--- src/bdl_pkg.sv ---
// Package for the bounded double-ended list: command and status codes,
// controller state type and the controller-to-datapath command struct.
// No dependencies.
`default_nettype none

package bdl_pkg;

  // Fixed field widths of the transaction ports
  localparam int unsigned CMD_W       = 3;
  localparam int unsigned ITEM_W      = 32;
  localparam int unsigned IDX_W       = 8;
  localparam int unsigned STAT_W      = 2;
  localparam int unsigned COUNT_OUT_W = 9;

  typedef enum logic [CMD_W-1:0] {
    CMD_INS_HEAD = 3'd0,
    CMD_INS_TAIL = 3'd1,
    CMD_REM_HEAD = 3'd2,
    CMD_REM_TAIL = 3'd3,
    CMD_READ     = 3'd4
  } cmd_t;

  typedef enum logic [STAT_W-1:0] {
    ST_DONE  = 2'd0,
    ST_FULL  = 2'd1,
    ST_EMPTY = 2'd2
  } stat_t;

  // Sequencer states: idle, execute, three memory reads, capture, present result
  typedef enum logic [2:0] {
    S_IDLE,
    S_EXEC,
    S_RD,
    S_HD,
    S_TL,
    S_FIN,
    S_OUT
  } state_t;

  // Which element the memory read port fetches this cycle
  typedef enum logic [1:0] {
    SEL_READ,
    SEL_HEAD,
    SEL_TAIL
  } rd_sel_t;

  typedef struct packed {
    logic    load_in;   // latch the input transaction
    logic    exec;      // update pointers, write memory, set status
    rd_sel_t rd_sel;    // read port address select
    logic    cap_read;  // capture read element from memory output
    logic    cap_head;  // capture head element
    logic    cap_tail;  // capture tail element
  } ctrl_t;

endpackage

`default_nettype wire

--- src/bdl_ctrl.sv ---
// Controller of the bounded double-ended list: sequences one command
// through execute, memory reads and result hand-off. Depends on bdl_pkg.
`default_nettype none

module bdl_ctrl
  import bdl_pkg::*;
(
  input  wire logic  clk,
  input  wire logic  rst_n,
  input  wire logic  in_valid,
  output logic       in_ready,
  output logic       out_valid,
  input  wire logic  out_ready,
  output ctrl_t      ctrl
);

  state_t state_r, state_nxt;

  // State register
  always_ff @(posedge clk) begin
    if (!rst_n) begin
      state_r <= S_IDLE;
    end else begin
      state_r <= state_nxt;
    end
  end

  // Next state
  always_comb begin
    state_nxt = state_r;
    unique case (state_r)
      S_IDLE: if (in_valid) state_nxt = S_EXEC;
      S_EXEC: state_nxt = S_RD;
      S_RD:   state_nxt = S_HD;
      S_HD:   state_nxt = S_TL;
      S_TL:   state_nxt = S_FIN;
      S_FIN:  state_nxt = S_OUT;
      S_OUT:  if (out_ready) state_nxt = S_IDLE;
      default: state_nxt = S_IDLE;
    endcase
  end

  // Outputs
  always_comb begin
    in_ready      = 1'b0;
    out_valid     = 1'b0;
    ctrl          = '0;
    ctrl.rd_sel   = SEL_HEAD;
    unique case (state_r)
      S_IDLE: begin
        in_ready     = 1'b1;
        ctrl.load_in = in_valid;
      end
      S_EXEC: ctrl.exec = 1'b1;
      S_RD:   ctrl.rd_sel = SEL_READ;
      S_HD: begin
        ctrl.rd_sel   = SEL_HEAD;
        ctrl.cap_read = 1'b1;
      end
      S_TL: begin
        ctrl.rd_sel   = SEL_TAIL;
        ctrl.cap_head = 1'b1;
      end
      S_FIN:  ctrl.cap_tail = 1'b1;
      S_OUT:  out_valid = 1'b1;
      default: ;
    endcase
  end

endmodule

`default_nettype wire

--- config.mk ---
export PLATFORM = sky130hd
export DESIGN_NAME = bdl_ctrl
export DESIGN_NICKNAME = d
export VERILOG_FILES = /design/src/bdl_pkg.sv /design/src/bdl_ctrl.sv
export SDC_FILE = /design/constraint.sdc
export NUM_CORES = 1
export LEC_CHECK = 0
export ABC_AREA = 1
export BUFFER_PORTS_ARGS = -buffer_cell sky130_fd_sc_hd__buf_4
export CORE_AREA = 2 2 39 41
export CTS_BUF_LIST = sky130_fd_sc_hd__clkbuf_4 sky130_fd_sc_hd__clkbuf_8 sky130_fd_sc_hd__clkbuf_16
export DETAILED_ROUTE_END_ITERATION = 8
export DIE_AREA = 0 0 41 43
export GPL_ROUTABILITY_DRIVEN = 1
export PLACE_DENSITY = 0.48
export SYNTH_ARGS = -nofsm -noshare
export SYNTH_HDL_FRONTEND = slang
export SYNTH_SLANG_ARGS = --single-unit
export TNS_END_PERCENT = 10
--- constraint.sdc ---
create_clock -name clk -period 2.3 [get_ports clk]
set_input_delay 0.46 -clock clk [delete_from_list [all_inputs] [get_ports clk]]
set_output_delay 0.46 -clock clk [all_outputs]
set_load 0.01 [all_outputs]
# --- Word level (Yosys, flattened, before mapping) ---
# Cells that the tools add are included.
word_totals:
  register_bits: 3
  inputBits: 4
  output_inout_bits: 9
  word_cells: 22
classes:
  n_eq_ne: 8
  mux: 11
  n_reduce_logical: 2
op_table:
  columns: ["cell", "n"]
  rows:
  - ["3-bit case mux with 7 select lines", 1]
  - ["3-bit == test, second input constant", 3]
  - ["1-bit 2-to-1 mux", 7]
  - ["3-bit by 2-bit == test with 1-bit output, second input constant", 2]
  - ["3-bit 2-to-1 mux", 2]
  - ["2-bit != test, second input constant", 2]
  - ["2-bit case mux with 2 select lines", 1]
  - ["3-bit by 1-bit == test with 1-bit output, second input constant", 1]
  - ["3-bit zero test", 1]
  - ["2-bit AND reduction", 1]

# --- Logic depth before layout (Yosys ltp) ---
depth:
  ltp_word: 3
  depth_mapped: 5
  depth_no_buf: 4

# --- Least setup slack after synthesis ---
# OpenSTA, ideal clock, no wires.
synth_timing:
  kind: "in2out"
  start: "input in_valid"
  end: "output ctrl[6] (netlist name)"
  arrival_time_ps: 783
  t_required_ps: 1840
  path_slack_ps: 1057
  stages: 2
  n_path_buf: 0
  path_cell_list: "inv_1 -> nor3_1"
synth_lines:
  columns: ["element", "line_no", "rtl"]
  rows:
  - ["start: declaration", "bdl_ctrl.sv:10", "input wire logic in_valid,"]
  - ["end: declaration", "bdl_ctrl.sv:14", "output ctrl_t ctrl"]

==> run summary <==
Syn nets -> 37
Mapped Avg Cell Area -> 6.104 um2
Finished Core Util -> 23.87%
Overall routed net length -> 511 um
Port Buffer Count -> 12
Top cells by area, synth -> dfxtp_1 (30%), inv_1 (13%), nor2_1 (13%), a21oi_1 (7.5%), nand2_2 (6.2%)
Routed WL per cell -> 7.984 um
Largest regs -> state_r (3)
Synth Instances -> 33
Syn-to-layout area delta -> 63.98%
Yosys top cell by area -> dfxtp_1
Final ANT Viol Nets -> 0
Final Cell Area -> 330.3 um2
Share of cells above drive strength 1 -> 41.67%
Total track usage -> 7.014%
Post-synthesis sequential area ratio -> 29.81%
CP Data Required Time -> 1.84 ns
Global-route wire length before repair -> 738 um
Reg clk slew, reported paths -> 0.04 ns
Total core area -> 0.001384 mm2
Cell variety after synth -> 12
Slew @ Worst Pin -> 0.2709 ns
Mapped Area -> 201.4 um2
Fin. max-slew vios -> 0
Setup CP Type -> reg -> out
# Max-Cap Violations -> 0
Arrival @ worst endpoint -> 1.10 ns
Worst vdd ir -> 0.0002092 V
Largest register FFs -> 3
Syn. warnings -> 0
Outcome -> complete, no violations
Share of the synthesized area in the top cell type -> 29.81%
Synth Register Bits -> 3
Worst-path cell chain -> inv_1, nor2_1, buf_4
Count of final setup violators -> 0
Worst setup EP type -> primary output
GRT overflow -> 0
Multi-input gate area -> 103.9 um2
FP Rows -> 14
Final setup TNS -> 0 ns
Drt first pass iters -> 1
Largest net degree at the start of global routing -> 9
Leak -> 0.1752 nW
DR iter-0 viols -> 0
Crit path time final -> 1.557 ns
Worst Hold Class -> in -> reg
F_max -> 642.1 MHz
Root buf cell -> clkbuf_4
Vias per inst -> 3.859
Max_slew headroom -> 81.91%
Crit-path max FO -> 8
CTS Hold Bufs -> 0
Resize count post-CTS -> 0
Final Skew -> 0.001826 ns
Final period utilization -> 67.71%
ANT cells -> 0
Height of the die -> 43 um
Die Width -> 41 um
Die area -> 0.001763 mm2
Pwr Total -> 0.2389 mW
DP Area -> 300.3 um2
Clk_lat worst skew -> 0.23 ns
WP buf/inv -> 2
Largest Register -> state_r
I/O Pins -> 13
Vias in the first global route -> 222
Hpwl dp -> 407.3 um
Clock buffer count from CTS -> 3
GP Congestion -> 0.6579
Commonest non-fill, non-tap cell in the layout -> buf_4
Post-CTS Setup Inserts -> 0
CP top delay family -> flip-flops
CTS tree -> built
RSZ-0062 raised after global routing -> false
Via count -> 247
Initial Util -> 14.56%
CTS sink count -> 3
Max clock buf depth -> 2
Pwr dens -> 723.1 mW/mm2
CP Launch Type -> flop
Register Area -> 60.06 um2
Slowest CP cell -> dfxtp_1
Most frequent cells in the layout -> buf_4 (12), inv_1 (7), nor2_1 (7)
Hold Vio Cnt, Final -> 0
Fillcell total -> 174
Largest stage delay, worst path -> 0.46 ns
Max H-tree Level -> 1
Antenna violations before repair -> 0
Nets@finish -> 53
# DRC -> 0
==> cells by family (layout without fill, tap and decap cells) <==
kind of cell,after synthesis,after routing,synth area share [%]
buffers and inverters,8,23,18.64
AND/OR/NAND/NOR,18,18,41.61
flip-flops,3,3,29.81
AO/OA/AOI/OAI,4,4,9.933
==> where the power goes <==
group	switching [mW]	internal, mW	total, mW
combinational	0.0346	0.0325	0.0671
sequential	0.00938	0.0582	0.0676
clock	0.0274	0.0768	0.104
==> per-stage QoR <==
step	setup slack [ns]	hold WS (ns)	cells
2_1_floorplan	1.057	0.5782	33
3_3_place_gp	0.9243	0.6272	60
3_5_place_dp	0.9439	0.6378	60
4_1_cts	0.7094	0.4491	64
5_1_grt	0.6327	0.4683	64
6_report	0.7426	0.4559	64
==> layout make-up <==
class | instances | share of cell area, %
timing repair buffer | 12 | 27.27
clock buffer | 4 | 9.091
inverter | 7 | 7.955
sequential | 3 | 18.18
tap | 16 | 6.061
multi-input combinational | 22 | 31.44
==> cell usage after synthesis <==
library cell,count
dfxtp_1,3
nor2_2,2
nor3_1,1
nor2_1,7
buf_6,1
nand2_2,2
a21oi_1,3
nand4_1,1
nand3_1,2
o21ai_0,1
inv_1,7
nand2_1,3
==> path summary, 6_finish.rpt <==
kind                      startpoint                       to  slack (ns)  cells after the start
max          state_r[2]$_SDFFE_PN0P_                  ctrl[0]        0.74                      3
min                            rst_n  state_r[0]$_SDFFE_PN0P_        0.46                      3
max reg2reg  state_r[2]$_SDFFE_PN0P_  state_r[2]$_SDFFE_PN0P_        1.34                      4
min reg2reg  state_r[0]$_SDFFE_PN0P_  state_r[0]$_SDFFE_PN0P_        0.63                      3
==> worst register-to-register path, cell delays in order, from the launching register on <==
cell,delay [ns]
dfxtp_1,0.46
inv_1,0.15
nor2_1,0.11
nor2_1,0.06
a21oi_1,0.11
==> layer usage <==
metal / GRT usage [%] / part of all wire (%) / vias up / wire, um
li1: - / - / 130 / -
met1: 6.070 / 40 / 108 / 203
met2: 9.375 / 52 / 7 / 268
met3: 1.571 / 5.5 / 2 / 28
met4: 12.00 / 2.0 / 0 / 10
met5: 0 / 0 / - / 0
Power figures use the tool's default switching activity.
